<file path="src/hw/rtl/msgp_pkg.sv">
// Shared types and constants for the task mailbox message pool.
// No dependencies; every other file of the block depends on this package.
`default_nettype none

package msgp_pkg;

  localparam int POOL_SIZE    = 32;
  localparam int TASK_ID_BITS = 6;
  localparam int VALUE_BITS   = 32;

  typedef logic [TASK_ID_BITS-1:0] task_id_t;
  typedef logic [VALUE_BITS-1:0]   value_t;

  typedef enum logic {
    OP_ADD = 1'b0,
    OP_GET = 1'b1
  } opcode_t;

  localparam logic STATUS_OK   = 1'b0;
  localparam logic STATUS_FAIL = 1'b1;

  localparam task_id_t NULL_ID = '0;

  // Contents of one message slot.
  typedef struct packed {
    logic     valid;
    task_id_t sender;
    task_id_t destination;
    value_t   payload;
  } slot_t;

  // Control broadcast from the sequencer to every cell.
  typedef struct packed {
    logic     load_match;
    logic     is_get;
    logic     shift;
    logic     append;
    task_id_t sender;
    task_id_t destination;
    value_t   value;
  } cell_ctl_t;

endpackage

`default_nettype wire

</file>
<file path="src/hw/rtl/msgp_if.sv">
// Valid/ready channel interfaces for request and response transactions.
// Depends on msgp_pkg for field widths.
`default_nettype none

interface msgp_req_if;
  logic                  valid;
  logic                  ready;
  logic                  opcode;
  msgp_pkg::task_id_t    sender;
  msgp_pkg::task_id_t    destination;
  msgp_pkg::value_t      value;

  modport source (output valid, opcode, sender, destination, value, input ready);
  modport sink   (input valid, opcode, sender, destination, value, output ready);
endinterface

interface msgp_rsp_if;
  logic                  valid;
  logic                  ready;
  logic                  status;
  msgp_pkg::value_t      value_out;
  msgp_pkg::task_id_t    sender_out;

  modport source (output valid, status, value_out, sender_out, input ready);
  modport sink   (input valid, status, value_out, sender_out, output ready);
endinterface

`default_nettype wire

</file>
<file path="src/hw/rtl/task_mailbox_message_pool.sv">
// Top level of the task mailbox message pool: request sequencer, row of
// slot cells and response register. Depends on msgp_pkg, msgp_if, msgp_cell.
//
//   Channel  Direction  Payload
//   req      in         opcode, sender, destination, value
//   rsp      out        status, value_out, sender_out
//
// Each request passes through S_MATCH, which compares all slots against it,
// and S_COMMIT, which resolves the oldest match along the cell row, shifts or
// appends, and loads the response register. A new request is taken in
// S_COMMIT as the last one commits. A response that waits on rsp holds the
// block in S_COMMIT. Reset empties the pool at once.
`default_nettype none

module task_mailbox_message_pool (
  input  wire logic   clk,
  input  wire logic   rst,
  msgp_req_if.sink    req,
  msgp_rsp_if.source  rsp
);
  import msgp_pkg::*;

  typedef enum logic [1:0] {
    S_IDLE,
    S_MATCH,
    S_COMMIT
  } state_t;

  state_t    state;
  opcode_t   req_op;
  task_id_t  req_sender;
  task_id_t  req_destination;
  value_t    req_value;

  logic      rsp_valid;
  logic      rsp_status;
  value_t    rsp_value;
  task_id_t  rsp_sender;

  cell_ctl_t ctl;
  slot_t     slots [POOL_SIZE];
  slot_t     next_slots [POOL_SIZE];
  logic      found [POOL_SIZE+1];
  logic      prev_valid [POOL_SIZE];
  logic      hits [POOL_SIZE];

  logic      out_free;
  logic      commit;
  logic      take;
  logic      ids_ok;
  logic      full;
  logic      any_hit;
  value_t    rd_value;
  task_id_t  rd_sender;
  logic      status_next;

  assign out_free = !rsp_valid || rsp.ready;
  assign commit   = (state == S_COMMIT) && out_free;
  assign take     = req.valid && req.ready;
  assign req.ready = (state == S_IDLE) || commit;

  assign ids_ok  = (req_destination != NULL_ID) &&
                   ((req_op == OP_GET) || (req_sender != NULL_ID));
  assign full    = slots[POOL_SIZE-1].valid;
  assign any_hit = found[POOL_SIZE];

  always_comb begin
    ctl.load_match  = (state == S_MATCH);
    ctl.is_get      = (req_op == OP_GET);
    ctl.shift       = commit && (req_op == OP_GET);
    ctl.append      = commit && (req_op == OP_ADD) && ids_ok;
    ctl.sender      = req_sender;
    ctl.destination = req_destination;
    ctl.value       = req_value;
  end

  assign found[0] = 1'b0;

  for (genvar i = 0; i < POOL_SIZE; i++) begin : g_cell
    if (i == POOL_SIZE - 1) begin : g_last
      assign next_slots[i] = '0;
    end else begin : g_mid
      assign next_slots[i] = slots[i+1];
    end
    if (i == 0) begin : g_head
      assign prev_valid[i] = 1'b1;
    end else begin : g_body
      assign prev_valid[i] = slots[i-1].valid;
    end

    msgp_cell u_cell (
      .clk        (clk),
      .rst        (rst),
      .ctl        (ctl),
      .next_slot  (next_slots[i]),
      .prev_valid (prev_valid[i]),
      .found_in   (found[i]),
      .slot       (slots[i]),
      .found_out  (found[i+1]),
      .hit        (hits[i])
    );
  end

  // At most one cell hits, so the read is an AND-OR across the row.
  always_comb begin
    rd_value  = '0;
    rd_sender = '0;
    for (int i = 0; i < POOL_SIZE; i++) begin
      rd_value  = rd_value  | ({VALUE_BITS{hits[i]}} & slots[i].payload);
      rd_sender = rd_sender | ({TASK_ID_BITS{hits[i]}} & slots[i].sender);
    end
  end

  always_comb begin
    if (req_op == OP_ADD) begin
      status_next = (ids_ok && !full) ? STATUS_OK : STATUS_FAIL;
    end else begin
      status_next = (ids_ok && any_hit) ? STATUS_OK : STATUS_FAIL;
    end
  end

  always_ff @(posedge clk) begin
    if (rst) begin
      state     <= S_IDLE;
      rsp_valid <= 1'b0;
    end else begin
      rsp_valid <= commit || (rsp_valid && !rsp.ready);
      if (commit) begin
        rsp_status <= status_next;
        rsp_value  <= rd_value;
        rsp_sender <= rd_sender;
      end
      unique case (state)
        S_IDLE: begin
          if (take) begin
            state <= S_MATCH;
          end
        end
        S_MATCH: begin
          state <= S_COMMIT;
        end
        S_COMMIT: begin
          if (take) begin
            state <= S_MATCH;
          end else if (commit) begin
            state <= S_IDLE;
          end
        end
        default: begin
          state <= S_IDLE;
        end
      endcase
    end
    if (take) begin
      req_op          <= opcode_t'(req.opcode);
      req_sender      <= req.sender;
      req_destination <= req.destination;
      req_value       <= req.value;
    end
  end

  assign rsp.valid      = rsp_valid;
  assign rsp.status     = rsp_status;
  assign rsp.value_out  = rsp_value;
  assign rsp.sender_out = rsp_sender;

endmodule

`default_nettype wire

</file>
<file path="src/hw/rtl/msgp_cell.sv">
// One message slot of the compacted pool, with its match flag.
// Depends on msgp_pkg; instantiated in a row by task_mailbox_message_pool.
`default_nettype none

module msgp_cell (
  input  wire logic               clk,
  input  wire logic               rst,
  input  wire msgp_pkg::cell_ctl_t ctl,
  input  wire msgp_pkg::slot_t    next_slot,
  input  wire logic               prev_valid,
  input  wire logic               found_in,
  output msgp_pkg::slot_t         slot,
  output logic                    found_out,
  output logic                    hit
);
  import msgp_pkg::*;

  logic match;
  logic cmp;

  // The oldest matching cell is the one with no match before it.
  assign found_out = found_in | match;
  assign hit       = match & ~found_in;

  assign cmp = slot.valid && (slot.destination == ctl.destination) &&
               ((ctl.sender == NULL_ID) || (slot.sender == ctl.sender));

  always_ff @(posedge clk) begin
    if (rst) begin
      slot.valid <= 1'b0;
      match      <= 1'b0;
    end else begin
      if (ctl.load_match) begin
        match <= ctl.is_get & cmp;
      end
      // Removal pulls every later slot one place toward the head.
      if (ctl.shift && found_out) begin
        slot <= next_slot;
      end else if (ctl.append && !slot.valid && prev_valid) begin
        slot.valid       <= 1'b1;
        slot.sender      <= ctl.sender;
        slot.destination <= ctl.destination;
        slot.payload     <= ctl.value;
      end
    end
  end

endmodule

`default_nettype wire

</file>
<file path="src/flat_wrapper.sv">
// flat-port wrapper written by rule: the top's interface ports become plain ports
module task_mailbox_message_pool_flat import msgp_pkg::*;
  (clk, rst, req_valid, req_opcode, req_sender, req_destination, req_value, req_ready, rsp_valid, rsp_status, rsp_value_out, rsp_sender_out, rsp_ready);
  msgp_req_if req_i ();
  msgp_rsp_if rsp_i ();
  input  wire logic clk;
  input  wire logic rst;
  input wire logic [$bits(req_i.valid)-1:0] req_valid;
  input wire logic [$bits(req_i.opcode)-1:0] req_opcode;
  input wire logic [$bits(req_i.sender)-1:0] req_sender;
  input wire logic [$bits(req_i.destination)-1:0] req_destination;
  input wire logic [$bits(req_i.value)-1:0] req_value;
  output wire logic [$bits(req_i.ready)-1:0] req_ready;
  output wire logic [$bits(rsp_i.valid)-1:0] rsp_valid;
  output wire logic [$bits(rsp_i.status)-1:0] rsp_status;
  output wire logic [$bits(rsp_i.value_out)-1:0] rsp_value_out;
  output wire logic [$bits(rsp_i.sender_out)-1:0] rsp_sender_out;
  input wire logic [$bits(rsp_i.ready)-1:0] rsp_ready;
  assign req_i.valid = req_valid;
  assign req_i.opcode = req_opcode;
  assign req_i.sender = req_sender;
  assign req_i.destination = req_destination;
  assign req_i.value = req_value;
  assign req_ready = req_i.ready;
  assign rsp_valid = rsp_i.valid;
  assign rsp_status = rsp_i.status;
  assign rsp_value_out = rsp_i.value_out;
  assign rsp_sender_out = rsp_i.sender_out;
  assign rsp_i.ready = rsp_ready;
  task_mailbox_message_pool u_core (.clk(clk), .rst(rst), .req(req_i), .rsp(rsp_i));
endmodule
</file>
<file path="config.mk">
export PLATFORM = sky130hd
export DESIGN_NAME = task_mailbox_message_pool_flat
export DESIGN_NICKNAME = d
export VERILOG_FILES = /design/src/hw/rtl/msgp_pkg.sv /design/src/hw/rtl/msgp_if.sv /design/src/hw/rtl/task_mailbox_message_pool.sv /design/src/hw/rtl/msgp_cell.sv /design/src/flat_wrapper.sv
export SDC_FILE = /design/constraint.sdc
export NUM_CORES = 2
export LEC_CHECK = 0
export BUFFER_PORTS_ARGS = -buffer_cell sky130_fd_sc_hd__buf_2
export CORE_ASPECT_RATIO = 1.5
export CORE_MARGIN = 4
export CORE_UTILIZATION = 45
export CTS_CLUSTER_DIAMETER = 80
export DETAILED_ROUTE_END_ITERATION = 6
export MAX_ROUTING_LAYER = met4
export PLACE_DENSITY = 0.62
export SYNTH_ARGS = -nofsm -noshare
export SYNTH_HDL_FRONTEND = slang
export SYNTH_SLANG_ARGS = --single-unit
</file>
<file path="constraint.sdc">
create_clock -name clk -period 7.4 [get_ports clk]
set_input_delay 0.37 -clock clk [delete_from_list [all_inputs] [get_ports clk]]
set_output_delay 0.37 -clock clk [all_outputs]
set_load 0.01 [all_outputs]
</file>
==> results.md <==
* DRT Pass-1 Iters at 7
* CP Capture Type: flip-flop
* CP Capture Point: u_core.g_cell[14].u_cell.slot[7]
* Simple-gate share of the synthesized area at 0.0538
* Startpoint types: flip-flop
* Largest stage delay on the critical path at 960 ps
* Main combinational cell family by area after synthesis: multiplexers
* Clk_lat worst skew at 810 ps
* Slew of the pin with the lowest slew margin at 1430 ps
* Max Slew Vio Count at 0
* EDFF count, synth at 1492
* Core Rows at 186
* CTS tree: yes
* Gr ovfl total at 0
* LEAKAGE at 0.0277 µW
* Placed insts at 7587
* Largest net degree at the start of global routing at 66
* Die height at 518 µm
* Share of cells above drive strength 1 at 0.334
* Setup bufs post-CTS at 0
* Worst R2R Start: u_core.req_sender[3]
* Residual DRC at 3
* Worst path depth at 9
* Synth cell types at 67
* VDD IR-drop max at 241 µV
* Total GRT Usage at 0.309
* CP Cell Sequence: buf_4 > nor4_1 > nand2_1 > buf_4 > nor4b_2 > buf_4 > nand3_1 > a21oi_4 > buf_4
* Synth top area share at 0.575
* Overall Power at 18500 µW
* Failing checks: DRC
* Synth Register Bits at 1559
* Worst R2R Path Depth at 9
* Global-route wire length before repair at 390000 µm
* Mapped cell area at 78000 µm²
* Sequential-to-total area share from yosys stat at 0.592
* Post-DRT Antenna Nets at 0
* Number of global-route vias before repair at 52800
* Filler cells at 14800
* Post-Synth XOR/XNOR Area at 0.0431
* Most frequent CP cell: buf_4
* Crit. Startpoint: u_core.req_sender[3]
* Post-Route WL at 277000 µm
* DP HPWL at 177000 µm
* Final setup fails at 0
* Die X at 348 µm
* Via count at 52900
* Top post-synthesis cells by count: 1492 x edfxtp_1, 1282 x mux2_2, 444 x clkbuf_1
* Reg2reg end: u_core.g_cell[14].u_cell.slot[7]
* Number of port buffers at 89
* Max stage delay cell, worst path: a21oi_4
* Most common cell in the netlist: edfxtp_1
* Clock skew at 31.1 ps
* Compound-cell area share of the yosys netlist at 0.0938
* Die area at 180000 µm²
* Final hold vios at 0
* Cell taking the most area after synthesis: edfxtp_1
* Setup TNS at 0 ps
* Async set-or-reset flop fraction in the synthesized netlist at 0
* Proportion of synthesized area in mux cells at 0.185
* Flop-to-flop setup slack at 2670 ps
* Root Buffer: clkbuf_16
* Max cap viols at 0
* Num CTS Buffers at 153
* Initial DRC Count at 6686
* Vias per cell at 6.66
* Critical Path RT at 7830 ps
* Clock Path Buffers at 3
* Final Wtd Congestion at 0.969
* Routed WL per cell at 34.9 µm
* Mean area per synthesized cell at 13.9 µm²
* Post-Layout Cell Count at 7936
* Synthesis Warnings at 0
* F_max at 211 MHz
* Largest cells by area after synthesis: edfxtp_1 57%, mux2_2 19%, xnor2_1 2.9%
* Critical path buffers and inverters at 4
* Prevailing post-synth register cell: edfxtp_1
* P per Cell Area at 214 nW/µm²
* Area after DPL at 81100 µm²
* Final Cycle Share at 0.640
* H-tree depth at 4
* Io pins at 90
* Design Area, Final at 86600 µm²
* Relative slew slack at 0.0442
* Min cycle time layout at 4730 ps
* Post-Synth Adder-Cell Area at 0
* Initial antenna violation count at 13
* Core ar. at 172000 µm²
* Starting density of the core at 0.454
* Largest delay contributor family on the critical path: buffers and inverters
* CTS Sinks at 1559
* Layout area overhead at 11.1%
* Crit path arrival time at 5170 ps
* Status: finished with violations
* CP max FO at 43
* Worst-path clk slew at 60 ps
* Unrepaired setup endpoints after global routing: no
* Hold crit path type: in -> reg
* Final nets at 5582
* Syn Inst Count at 5623
* Mapped Nets at 5672
* Worst min-delay path startpoint: req_value[29]
* CTS resizes at 0
* Path type of the worst setup path: reg -> reg
-- power breakdown --
group | switching, µW | internal [µW] | total (µW)
clock | 3540 | 4450 | 7990
combinational | 382 | 394 | 776
sequential | 60.6 | 9680 | 9740
-- area by class of cell --
| class | instances | area, µm² | area share |
|---|---|---|---|
| Sequential cell | 1559 | 46200 | 0.533 |
| Timing Repair Buffer | 319 | 2330 | 0.0269 |
| Tap cell | 2256 | 2820 | 0.0326 |
| Multi-Input combinational cell | 3429 | 30000 | 0.347 |
| Clock buffer | 199 | 4180 | 0.0482 |
| Inverter | 71 | 267 | 0.00308 |
| Antenna cell | 18 | 45.0 | 0.000520 |
| Clock inverter | 85 | 779 | 0.00900 |
-- logic make-up (layout without fill, tap and decap cells) --
logic type	Yosys count	after routing
DFF	1559	1559
and+or+nand+nor	813	813
buffers and inverters	635	674
xor gates and xnor gates	384	384
other	0	18
AOI/OAI and AO/OA	950	950
muxes	1282	1282
-- flip-flops by register name (all words and copies together) (netlist names), 2 cells and up --
| name | flops |
|---|---|
| u_core.state | 2 |
| u_core.req_sender | 6 |
| u_core.g_cell.u_cell.match | 32 |
| u_core.req_destination | 6 |
| u_core.rsp.value_out | 32 |
| u_core.rsp.sender_out | 6 |
| u_core.req_value | 32 |
| u_core.g_cell.u_cell.slot | 1440 |
-- what timing repair did --
action,in CTS,in global routing
hold endpoints to repair,60,0
hold buffers,47,0
setup endpoints to repair,0,0
-- per-layer routing --
| layer | up-vias | GRT usage | routed length [µm] |
|---|---|---|---|
| li1 | 21800 | - | - |
| met4 | 0 | 0.196 | 21400 |
| met5 | - | - | 0 |
| met3 | 861 | 0.0535 | 22100 |
| met2 | 3000 | 0.508 | 136000 |
| met1 | 27300 | 0.350 | 97500 |
-- cells in the final DEF (no fill, tap or decap), types with 21 or more instances in the layout --
cell           netlist  final
a2111oi_0           38     36
a211o_1             69     69
a211oi_1            69     69
a21oi_1             85     62
a21oi_4              0     23
a221o_1             33     33
a221oi_1            46     46
a222oi_1            39     39
a22o_1              74     74
a22oi_1            176    176
a31oi_1             50     48
a32o_1              33     33
a32oi_1             33     33
and2_1              52     51
and4b_1             35     35
buf_2               58     88
buf_4                4    180
clkbuf_1           444     35
clkbuf_16            0    159
clkinv_1             1     34
clkinv_2             0     22
dfxtp_1             67     57
dlygate4sd3_1        0     47
edfxtp_1          1492   1492
inv_1               70     70
mux2_2            1282   1282
nand2_1            311    304
nand3_1             23     21
nand4_1            120    120
nor2_1             125    104
nor2_4               0     21
nor4_1              43     37
o21ai_0             78     71
o22ai_1             33     33
o31ai_1             32     32
o32ai_1             32     32
xnor2_1            256    256
xor2_1             128    128
-- worst reg2reg max path: cells and delay by family (launching register included) --
| kind | cells | cell delay (ps) |
|---|---|---|
| AND/OR/NAND/NOR | 4 | 960 |
| AO/OA/AOI/OAI | 1 | 960 |
| flip-flops | 1 | 330 |
| buffers and inverters | 4 | 2090 |
-- worst min path at each step --
| stage | to | slack (ps) | depth (start not counted) |
|---|---|---|---|
| floorplan | u_core.state[1] | 460 | 1 |
| global placement | u_core.state[1] | 480 | 1 |
| detailed placement | u_core.state[1] | 510 | 1 |
| CTS | u_core.req_value[16] | 220 | 2 |
| global route | u_core.req_value[6] | 250 | 2 |
| finish | u_core.req_value[29] | 270 | 2 |
-- stage by stage --
stage | utilization | hold slack [ps] | worst slack [ps]
final | 0.504 | 271 | 2670
after global routing | 0.504 | 247 | 2590
after CTS | 0.504 | 218 | 2750
after detailed placement | 0.472 | 513 | 2760
after global placement | 0.472 | 478 | 2770
after floorplan | - | 462 | 2820
Power figures use the tool's default switching activity.
